===== src/hdl/md_pkg.sv =====
`timescale 1ns / 1ps

package md_pkg;

    localparam int VALUE_WIDTH = 31;
    localparam int IDX_W       = $clog2(VALUE_WIDTH);

    typedef logic [VALUE_WIDTH-1:0] t_value;
    typedef logic [IDX_W-1:0]       t_idx;

    localparam t_value MOD_RESET = t_value'(2);
    localparam t_value ONE       = t_value'(1);
    localparam t_idx   IDX_TOP   = t_idx'(VALUE_WIDTH - 1);

    typedef struct packed {
        logic   start;
        t_value num;
        t_value den;
        t_value coef;
    } t_div_req;

    typedef struct packed {
        logic   done;
        t_value rem;
        t_value prod;
    } t_div_rsp;

endpackage


===== src/hdl/md_in_if.sv =====
`timescale 1ns / 1ps

interface md_in_if import md_pkg::*; ();
    logic   valid;
    logic   ready;
    t_value dividend;
    t_value divisor;

    modport source (output valid, output dividend, output divisor, input ready);
    modport sink   (input valid, input dividend, input divisor, output ready);
endinterface


===== src/hdl/md_out_if.sv =====
`timescale 1ns / 1ps

interface md_out_if import md_pkg::*; ();
    logic   valid;
    logic   ready;
    t_value quotient;
    logic   undefined;

    modport source (output valid, output quotient, output undefined, input ready);
    modport sink   (input valid, input quotient, input undefined, output ready);
endinterface


===== src/hdl/md_div.sv =====
`timescale 1ns / 1ps

module md_div import md_pkg::*; (
    input  logic     i_clk,
    input  logic     i_rst_n,
    input  t_div_req i_req,
    output t_div_rsp o_rsp
);

    localparam logic [1:0] S_IDLE  = 2'd0;
    localparam logic [1:0] S_ALIGN = 2'd1;
    localparam logic [1:0] S_SUB   = 2'd2;

    logic [1:0]           r_state, n_state;
    logic                 r_done,  n_done;
    t_value               r_rem,   n_rem;
    logic [VALUE_WIDTH:0] r_den,   n_den;
    t_value               r_coef,  n_coef;
    t_value               r_prod,  n_prod;
    t_idx                 r_k,     n_k;

    logic [VALUE_WIDTH:0] w_den_dbl;
    logic [VALUE_WIDTH:0] w_rem_ext;
    logic [VALUE_WIDTH:0] w_diff;
    logic                 w_fit;
    logic                 w_ge;
    t_value               w_acc;

    assign w_den_dbl = {r_den[VALUE_WIDTH-1:0], 1'b0};
    assign w_rem_ext = {1'b0, r_rem};
    assign w_fit     = (w_den_dbl <= w_rem_ext);
    assign w_ge      = (w_rem_ext >= r_den);
    assign w_diff    = w_rem_ext - r_den;
    assign w_acc     = {r_prod[VALUE_WIDTH-2:0], 1'b0} + (w_ge ? r_coef : '0);

    always_comb begin
        n_state = r_state;
        n_done  = 1'b0;
        n_rem   = r_rem;
        n_den   = r_den;
        n_coef  = r_coef;
        n_prod  = r_prod;
        n_k     = r_k;
        unique case (r_state)
            S_IDLE: begin
                if (i_req.start) begin
                    n_rem   = i_req.num;
                    n_den   = {1'b0, i_req.den};
                    n_coef  = i_req.coef;
                    n_prod  = '0;
                    n_k     = '0;
                    n_state = S_ALIGN;
                end
            end
            S_ALIGN: begin
                if (w_fit) begin
                    n_den = w_den_dbl;
                    n_k   = r_k + 1'b1;
                end else begin
                    n_state = S_SUB;
                end
            end
            S_SUB: begin
                if (w_ge) begin
                    n_rem = w_diff[VALUE_WIDTH-1:0];
                end
                n_prod = w_acc;
                n_den  = r_den >> 1;
                if (r_k == '0) begin
                    n_state = S_IDLE;
                    n_done  = 1'b1;
                end else begin
                    n_k = r_k - 1'b1;
                end
            end
            default: n_state = S_IDLE;
        endcase
    end

    always_ff @(posedge i_clk) begin
        if (!i_rst_n) begin
            r_state <= S_IDLE;
            r_done  <= 1'b0;
        end else begin
            r_state <= n_state;
            r_done  <= n_done;
        end
    end

    always_ff @(posedge i_clk) begin
        r_rem  <= n_rem;
        r_den  <= n_den;
        r_coef <= n_coef;
        r_prod <= n_prod;
        r_k    <= n_k;
    end

    assign o_rsp.done = r_done;
    assign o_rsp.rem  = r_rem;
    assign o_rsp.prod = r_prod;

endmodule


===== src/hdl/modular_divide.sv =====
// Modular divider: quotient = dividend * divisor^-1 mod modulus.
// Input channel i_in carries dividend and divisor; output channel o_out
// carries quotient and the undefined flag, one result beat per input beat.
// The modulus is loaded through i_cfg_wr_en / i_cfg_wr_data; the user
// must do so only while idle, as the block does not enforce it. One item
// is in flight at a time: i_in.ready is high only when idle. Each item
// runs in steps: the dividend and the divisor are each reduced mod the
// modulus, each with an alignment shift; the Euclid steps then find the
// inverse; a double-and-add pass over the 31 bits of the inverse then
// forms the product mod the modulus. The reductions and the Euclid steps
// share one shift-subtract divider, which also forms q*t for the coefficient
// update, one quotient bit per cycle; Fibonacci-like operands run longest.
// A zero modulus gives undefined at once, in the cycle after acceptance.
// The result sits in an output register until o_out.ready; a stalled
// receiver holds the block with the result unchanged.
// Reset (synchronous, active low) returns to idle and sets the modulus to 2.
`timescale 1ns / 1ps

module modular_divide import md_pkg::*; (
    input  logic     i_clk,
    input  logic     i_rst_n,
    input  logic     i_cfg_wr_en,
    input  t_value   i_cfg_wr_data,
    md_in_if.sink    i_in,
    md_out_if.source o_out
);

    localparam logic [3:0] S_IDLE    = 4'd0;
    localparam logic [3:0] S_RED_A   = 4'd1;
    localparam logic [3:0] S_RED_B   = 4'd2;
    localparam logic [3:0] S_EUC_CHK = 4'd3;
    localparam logic [3:0] S_EUC_DIV = 4'd4;
    localparam logic [3:0] S_FIN     = 4'd5;
    localparam logic [3:0] S_MUL_DBL = 4'd6;
    localparam logic [3:0] S_MUL_ADD = 4'd7;
    localparam logic [3:0] S_OUT     = 4'd8;

    logic [3:0] r_state, n_state;
    t_value     r_modulus;
    t_value     r_a,     n_a;
    t_value     r_r0,    n_r0;
    t_value     r_r1,    n_r1;
    t_value     r_t0,    n_t0;
    t_value     r_t1,    n_t1;
    logic       r_neg,   n_neg;
    t_value     r_inv,   n_inv;
    t_value     r_acc,   n_acc;
    t_idx       r_idx,   n_idx;
    t_value     r_quot,  n_quot;
    logic       r_undef, n_undef;

    t_div_req   w_req;
    t_div_rsp   w_rsp;

    t_value               w_addend;
    logic [VALUE_WIDTH:0] w_sum;
    logic [VALUE_WIDTH:0] w_mod_ext;
    t_value               w_sum_red;
    t_value               w_inv;
    logic                 w_in_acc;

    md_div u_div (
        .i_clk   (i_clk),
        .i_rst_n (i_rst_n),
        .i_req   (w_req),
        .o_rsp   (w_rsp)
    );

    assign w_in_acc  = i_in.valid && i_in.ready;
    assign w_addend  = (r_state == S_MUL_DBL) ? r_acc : r_a;
    assign w_sum     = {1'b0, r_acc} + {1'b0, w_addend};
    assign w_mod_ext = {1'b0, r_modulus};
    assign w_sum_red = (w_sum >= w_mod_ext) ? t_value'(w_sum - w_mod_ext)
                                            : w_sum[VALUE_WIDTH-1:0];
    assign w_inv     = (r_neg && (r_t0 != '0)) ? (r_modulus - r_t0) : r_t0;

    always_comb begin
        n_state   = r_state;
        n_a       = r_a;
        n_r0      = r_r0;
        n_r1      = r_r1;
        n_t0      = r_t0;
        n_t1      = r_t1;
        n_neg     = r_neg;
        n_inv     = r_inv;
        n_acc     = r_acc;
        n_idx     = r_idx;
        n_quot    = r_quot;
        n_undef   = r_undef;
        w_req.start = 1'b0;
        w_req.num   = r_r0;
        w_req.den   = r_r1;
        w_req.coef  = r_t1;
        unique case (r_state)
            S_IDLE: begin
                if (w_in_acc) begin
                    if (r_modulus == '0) begin
                        n_quot  = '0;
                        n_undef = 1'b1;
                        n_state = S_OUT;
                    end else begin
                        n_r1        = i_in.divisor;
                        w_req.start = 1'b1;
                        w_req.num   = i_in.dividend;
                        w_req.den   = r_modulus;
                        w_req.coef  = '0;
                        n_state     = S_RED_A;
                    end
                end
            end
            S_RED_A: begin
                if (w_rsp.done) begin
                    n_a         = w_rsp.rem;
                    w_req.start = 1'b1;
                    w_req.num   = r_r1;
                    w_req.den   = r_modulus;
                    w_req.coef  = '0;
                    n_state     = S_RED_B;
                end
            end
            S_RED_B: begin
                if (w_rsp.done) begin
                    n_r0    = r_modulus;
                    n_r1    = w_rsp.rem;
                    n_t0    = '0;
                    n_t1    = ONE;
                    n_neg   = 1'b1;
                    n_state = S_EUC_CHK;
                end
            end
            S_EUC_CHK: begin
                if (r_r1 == '0) begin
                    n_state = S_FIN;
                end else begin
                    w_req.start = 1'b1;
                    n_state     = S_EUC_DIV;
                end
            end
            S_EUC_DIV: begin
                if (w_rsp.done) begin
                    n_r0    = r_r1;
                    n_r1    = w_rsp.rem;
                    n_t0    = r_t1;
                    n_t1    = r_t0 + w_rsp.prod;
                    n_neg   = !r_neg;
                    n_state = S_EUC_CHK;
                end
            end
            S_FIN: begin
                if (r_r0 != ONE) begin
                    n_quot  = '0;
                    n_undef = 1'b1;
                    n_state = S_OUT;
                end else begin
                    n_inv   = w_inv;
                    n_acc   = '0;
                    n_idx   = IDX_TOP;
                    n_state = S_MUL_DBL;
                end
            end
            S_MUL_DBL: begin
                n_acc   = w_sum_red;
                n_state = S_MUL_ADD;
            end
            S_MUL_ADD: begin
                if (r_inv[r_idx]) begin
                    n_acc = w_sum_red;
                end
                if (r_idx == '0) begin
                    n_quot  = r_inv[r_idx] ? w_sum_red : r_acc;
                    n_undef = 1'b0;
                    n_state = S_OUT;
                end else begin
                    n_idx   = r_idx - 1'b1;
                    n_state = S_MUL_DBL;
                end
            end
            S_OUT: begin
                if (o_out.ready) begin
                    n_state = S_IDLE;
                end
            end
            default: n_state = S_IDLE;
        endcase
    end

    always_ff @(posedge i_clk) begin
        if (!i_rst_n) begin
            r_state   <= S_IDLE;
            r_modulus <= MOD_RESET;
        end else begin
            r_state <= n_state;
            if (i_cfg_wr_en) begin
                r_modulus <= i_cfg_wr_data;
            end
        end
    end

    always_ff @(posedge i_clk) begin
        r_a     <= n_a;
        r_r0    <= n_r0;
        r_r1    <= n_r1;
        r_t0    <= n_t0;
        r_t1    <= n_t1;
        r_neg   <= n_neg;
        r_inv   <= n_inv;
        r_acc   <= n_acc;
        r_idx   <= n_idx;
        r_quot  <= n_quot;
        r_undef <= n_undef;
    end

    assign i_in.ready      = (r_state == S_IDLE);
    assign o_out.valid     = (r_state == S_OUT);
    assign o_out.quotient  = r_quot;
    assign o_out.undefined = r_undef;

endmodule


===== src/flat_wrapper.sv =====
// flat-port wrapper written by rule: the top's interface ports become plain ports
module modular_divide_flat import md_pkg::*;
  (i_clk, i_rst_n, i_cfg_wr_en, i_cfg_wr_data, i_in_valid, i_in_dividend, i_in_divisor, i_in_ready, o_out_valid, o_out_quotient, o_out_undefined, o_out_ready);
  md_in_if i_in_i ();
  md_out_if o_out_i ();
  input  logic i_clk;
  input  logic i_rst_n;
  input  logic i_cfg_wr_en;
  input  t_value i_cfg_wr_data;
  input wire logic [$bits(i_in_i.valid)-1:0] i_in_valid;
  input wire logic [$bits(i_in_i.dividend)-1:0] i_in_dividend;
  input wire logic [$bits(i_in_i.divisor)-1:0] i_in_divisor;
  output wire logic [$bits(i_in_i.ready)-1:0] i_in_ready;
  output wire logic [$bits(o_out_i.valid)-1:0] o_out_valid;
  output wire logic [$bits(o_out_i.quotient)-1:0] o_out_quotient;
  output wire logic [$bits(o_out_i.undefined)-1:0] o_out_undefined;
  input wire logic [$bits(o_out_i.ready)-1:0] o_out_ready;
  assign i_in_i.valid = i_in_valid;
  assign i_in_i.dividend = i_in_dividend;
  assign i_in_i.divisor = i_in_divisor;
  assign i_in_ready = i_in_i.ready;
  assign o_out_valid = o_out_i.valid;
  assign o_out_quotient = o_out_i.quotient;
  assign o_out_undefined = o_out_i.undefined;
  assign o_out_i.ready = o_out_ready;
  modular_divide u_core (.i_clk(i_clk), .i_rst_n(i_rst_n), .i_cfg_wr_en(i_cfg_wr_en), .i_cfg_wr_data(i_cfg_wr_data), .i_in(i_in_i), .o_out(o_out_i));
endmodule

===== config.mk =====
export PLATFORM = sky130hd
export DESIGN_NAME = modular_divide_flat
export DESIGN_NICKNAME = d
export VERILOG_FILES = /design/src/hdl/md_pkg.sv /design/src/hdl/md_in_if.sv /design/src/hdl/md_out_if.sv /design/src/hdl/md_div.sv /design/src/hdl/modular_divide.sv /design/src/flat_wrapper.sv
export SDC_FILE = /design/constraint.sdc
export NUM_CORES = 1
export LEC_CHECK = 0
export BUFFER_PORTS_ARGS = -buffer_cell sky130_fd_sc_hd__buf_2
export CAP_MARGIN = 20
export CORE_MARGIN = 2
export CORE_UTILIZATION = 35
export CTS_CLUSTER_SIZE = 40
export DETAILED_ROUTE_END_ITERATION = 10
export PLACE_DENSITY_LB_ADDON = 0.1
export SYNTH_ARGS = -nofsm -noshare
export SYNTH_HDL_FRONTEND = slang
export SYNTH_HIERARCHICAL = 1
export SYNTH_SLANG_ARGS = --single-unit

===== constraint.sdc =====
create_clock -name i_clk -period 7 [get_ports i_clk]
set_input_delay 0 -clock i_clk [delete_from_list [all_inputs] [get_ports i_clk]]
set_output_delay 0 -clock i_clk [all_outputs]
set_load 0.03 [all_outputs]

Word-level counts from Yosys, hierarchy flattened
Index checks and enable logic that the tools add are counted.

$add $sub $neg: 9. Order comparisons: 4. Eq/ne operators: 29. Mux-type cells: 70. Bitwise gates (word level): 1. Reduce and logical (&&, ||, !) cells: 33.

Operators with widths (count): $mux W31 (22); $pmux W31 S2 (6); $mux W94 (3); $pmux W31 S3 (2); $pmux W93 S2 (1); $pmux W32 S3 (1); $sub A31 B31 Y31 (3); $mux W32 (2); $add A31 B31 Y31 (2); $logic_not A31 Y1 (2); $add A31 B31 Y32 (1); $ge A31 B32 Y1 (1); $ge A32 B31 Y1 (1); $le A32 B31 Y1 (1); $pmux W4 S8 (1); $ne A31 B1 Y1 const B (1); $reduce_bool A31 Y1 (1); $mux W4 (7); $ne A2 B2 Y1 const B (14); $mux W5 (5); $eq A4 B3 Y1 const B (4); $pmux W5 S3 (1); $reduce_and A3 Y1 (5); $reduce_and A2 Y1 (6); 27 further kinds (53).

Register bits after elaboration: 423. Bits of input ports: 98. Output and inout bits: 34. Logic and storage cells: 166.

Depth between registers and ports, before layout
Depth after elaboration: 8. Depth in mapped cells: 30. Mapped depth without buffers: 27.

Modules after synthesis
Netlist, hierarchy kept.

By module, submodules not included: modular_divide (instances 1, cells each 2087, area an instance 19950.4 um2, seq. area each 8358.0 um2); md_div (instances 1, cells each 951, area an instance 9545.4 um2, seq. area each 3963.8 um2).

Worst setup path after synthesis
No wires, ideal clock.

Kind: register to register. Start: register u_core.r_state[2]. End: register u_core.r_acc[26], data pin. Library setup time: 270 ps. Arrival time: 5993 ps. Required time: 6730 ps. Setup slack: 737 ps. Cell stages (with the launch flop): 29. Buffers on the path: 6. Clock period less this slack: 6263 ps. Cell sequence: dfxtp_1 > clkbuf_1 > nor2b_1 > clkbuf_1 > nand2_1 > nor2_1 > clkbuf_1 > mux2_2 > ha_1 > a211oi_1 > o211ai_2 > a21oi_2 > o22ai_1 > a211oi_1 > nor3_1 > a31oi_1 > nand2_1 > ha_1 > clkbuf_1 > nand3_1 > nor4_1 > and2_1 > o221a_2 > o211ai_1 > o211ai_2 > buf_4 > buf_6 > mux2i_1 > a21oi_1.

Word-level cells in the longest chain between the ends: 7. Elaborated cells on any way between the ends: 10. Classes of those cells: add/sub (2); order compare (1); eq/ne (3); mux (4).

Ends and longest elaborated chain: from (decl) (line modular_divide.sv:38) `logic [3:0] r_state, n_state;`; from (signal assigned) (line modular_divide.sv:192) `r_state <= n_state;`; $eq A4 B3 Y1 (line modular_divide.sv:70, modular_divide.sv:94); $mux W31 (line modular_divide.sv:70) `assign w_addend = (r_state == S_MUL_DBL) ? r_acc : r_a;`; $add A31 B31 Y32 (line modular_divide.sv:71) `assign w_sum = {1'b0, r_acc} + {1'b0, w_addend};`; $sub A31 B31 Y31 or $ge A32 B31 Y1 (tied branches) (line modular_divide.sv:73) `assign w_sum_red = (w_sum >= w_mod_ext) ? t_value'(w_sum - w_mod_ext)`; $mux W31 (line modular_divide.sv:73); $mux W31; $pmux W31 S3 (*) (line modular_divide.sv:94) `unique case (r_state)`; via u_core.n_acc[26] (line modular_divide.sv:47) `t_value r_acc, n_acc;`; to (signal assigned) (line modular_divide.sv:207) `r_acc <= n_acc;`; to (decl) (line modular_divide.sv:47).

The timed path passes the listed nets; every way through them passes the cells marked *. A chain may end at the register's enable or synchronous reset.

Worst setup path after layout
Start: register u_core.r_state[3]. End: register u_core.r_quot[7] (netlist: u_core/o_out.quotient[7]), data pin.

Word-level cells in the longest chain between the ends: 8. Elaborated cells on any way between the ends: 12. Classes of those cells: add/sub (2); order compare (1); eq/ne (3); mux (5); reduce/logical (1).

Ends and longest elaborated chain: $eq A4 B3 Y1 (line modular_divide.sv:70); $mux W31 (line modular_divide.sv:70); $add A31 B31 Y32 (line modular_divide.sv:71); $sub A31 B31 Y31 or $ge A32 B31 Y1 (tied branches) (line modular_divide.sv:73); $mux W31 (line modular_divide.sv:73); $mux W31 (line modular_divide.sv:170) `n_quot = r_inv[r_idx] ? w_sum_red : r_acc;`; $mux W31 (line modular_divide.sv:169) `if (r_idx == '0) begin`; $pmux W31 S3 (*) (line modular_divide.sv:94); to (signal assigned) (line modular_divide.sv:209) `r_quot <= n_quot;`; to (decl) (line modular_divide.sv:49) `t_value r_quot, n_quot;`.

Mark *: on every way between the ends. The rest lies on a longest branch, timed or not. The select of a mux whose other input is x is not followed.

==> out/results.ini <==
[outcome]
status = finished, final reports clean

[timing]
setup_ws_ns = 0.527
post-route-period-util = 0.925
hold_viol = 0
fin_hold_ws_ns = 0.0384
fmax_mhz = 154
period_needed_ns = 6.47
tightestPinTransition_ns = 1.12
tns_ns = 0
relSlewSlack = 0.253
slew_viol_final = 0
rsz0062_at_grt = false
worst_clock_skew_ns = 0.0384
setup_viol = 0

[place]
dp_slack_ns = 0.308
port_buffers = 131
dpl.hpwl_um = 79600
gp_congestion = 0.950

[synth]
syn-num-nets = 3364
ys_async_sr_fraction = 0
synthTopCellsByArea = edfxtp_1 39%, ha_1 9.4%, a21oi_1 3.9%, o21ai_0 3.6%, mux2_2 3.4%
synth_warnings = 6
synth.distinct_cells = 90
syn_area_sq_mm = 0.0295
synth_edf_count = 385
synth_ff_type = edfxtp_1
synth-seq-cells = 423
synth_top_area_share = 0.392
avgSynthCellArea_sq_um = 9.71
syn_inst = 3038
seq_area_frac_synth = 0.418
yosys.area.top_type = edfxtp_1

[hold_path]
min_from = i_rst_n
hold_path_class = in -> reg
hold_depth = 2

[worst_setup_path]
reg2reg_from = u_core/r_state[3]
crit_arrival_ns = 6.82
cpMostUsedCell = a21oi_1
ff2ff_path_depth = 29
startpoint_type = flip-flop
worstSetupPathType = reg -> reg
ff2ff_setup_slack_ns = 0.53
critPathSlowestCell = fa_1
crit_fanout = 36
max_stage_delay_ns = 0.46
worstSetupEndpointType = flip-flop
critPathRequiredTime_ns = 7.35
crit_start = u_core/r_state[3]

[floorplan]
die_y_um = 294
initial_core_util = 0.353
core_sq_mm = 0.0836
die_area_sq_mm = 0.0866
die_x_um = 294
row_count = 106
io_pins = 132

[route]
drt_iter0_markers = 2333
via_count = 24700
routed_wl_um = 106000
routedWlPerCell_um = 24.3
drt-pass1-iter-count = 8
drcViolationCount = 0
antenna_left = 0
avgViaCountPerCell = 5.67

[global_route]
overflow = 0
grtUsageTotal = 0.240
grt_pass1_wl_um = 155000
grt_pass1_vias = 23700
antenna_found_initial = 3
grt_max_degree = 77

[cts]
cts_sinks = 423
numCtsBuffers = 54
clock_path_buffers = 3
clk_pin_slew_ns = 0.06
htree_levels = 2
cts_setup_buffers = 0
root_buffer = clkbuf_16
insertion_delay_ns = 0.63
tritoncts = yes

[cells_and_area]
final_cell_mix = 385 x edfxtp_1, 246 x nand2_1, 234 x nor2_1, 230 x a21oi_1, 219 x ha_1
final_common_cell = edfxtp_1
syn_to_final_growth_pct = 16.2
post-route-util = 0.410
final_nets = 3564
diodes = 0
drive_gt1_frac = 0.136

[pwr]
power_density_mw_per_mm2 = 374
ir_worst_vdd_v = 0.000222
leakage_uw = 0.0138

[run]
maxCapViolations = 0

[flip-flops by register name, indices dropped and copies added (netlist names), 5 cells and up]
name	flops
u_core/r_a	31
u_core/r_t1	31
u_core/r_r0	31
u_core/r_inv	31
u_core/o_out.quotient	31
u_core/u_div/r_rem	31
u_core/u_div/r_coef	31
u_core/r_t0	31
u_core/u_div/r_prod	31
u_core/r_modulus	31
u_core/r_acc	31
u_core/u_div/r_den	32
u_core/r_r1	31
u_core/r_idx	5
u_core/u_div/r_k	5
[path summary, 6_finish.rpt]
path	endpoint
worst min register to register	u_core/r_a[26]
worst max register to register	u_core/o_out.quotient[7]
worst min-delay path	u_core/r_state[2]
worst max-delay path	u_core/o_out.quotient[7]
[logic make-up (layout without fill, tap and decap cells)]
| kind of cell | after synthesis | after routing | synth area share |
|---|---|---|---|
| multiplexers | 145 | 145 | 0.0568 |
| buffers and inverters | 346 | 592 | 0.0466 |
| XOR/XNOR | 157 | 157 | 0.0466 |
| adder cells (fa/ha/maj) | 228 | 228 | 0.0985 |
| AND/OR/NAND/NOR | 893 | 893 | 0.148 |
| AO/OA/AOI/OAI | 846 | 846 | 0.186 |
| flip-flops | 423 | 423 | 0.418 |
[area by class of cell]
type                            count  area [sq um]
Fill cell                        8137         49300
Multi-Input combinational cell   2269         15900
Sequential cell                   423         12300
Timing Repair Buffer              279          2040
Clock buffer                       66          1410
Tap cell                         1080          1350
Inverter                          211           793
Clock inverter                     36           428
[synthesized netlist by cell type (62+ instances only)]
library cell  number
o21ai_0          212
inv_1            209
and2_1            76
xor2_1            62
xnor2_1           95
clkbuf_1         102
a21oi_1          230
ha_1             221
mux2_2            88
a21o_1            83
edfxtp_1         385
nand2_1          246
nor2_1           238
[through the flow]
step	power, uW	instance area [sq um]	std cells
3_5_place_dp	9840	31400	4164
5_1_grt	13600	34300	4364
6_report	12800	34300	4364
2_1_floorplan	8080	29500	3038
4_1_cts	12900	34200	4360
3_3_place_gp	9790	31400	4164
[per-layer routing]
metal | share of wire | track usage | vias to the layer above
met4 | 0.027 | 0.0669 | 2
met3 | 0.060 | 0.0284 | 140
met2 | 0.45 | 0.379 | 805
met1 | 0.47 | 0.344 | 12200
li1 | - | - | 11600
met5 | 0.00012 | 0 | -
[power breakdown]
part	internal (uW)	switching (uW)	total, uW	leakage, uW
logic	2190	3590	5780	0.00884
clock network	1730	1190	2930	0.000879
registers	3550	567	4110	0.00409
[worst max-delay path: cells and delay by family, from the launching register on]
family / cells / cell delay, ns
xor+xnor: 1 / 0.16
compound gates: 13 / 3.04
flops: 1 / 0.39
simple gates: 6 / 0.62
mux: 2 / 0.56
fa+ha+maj: 3 / 0.88
buf+inv: 4 / 0.55
[repair_timing]
action / in CTS / in global routing
gates resized for setup: 0 / 5
endpoints found under the setup margin: 0 / 46
endpoints found under the hold margin: 93 / 12
hold buffers: 94 / 1
(Power assumes the default switching activity.)
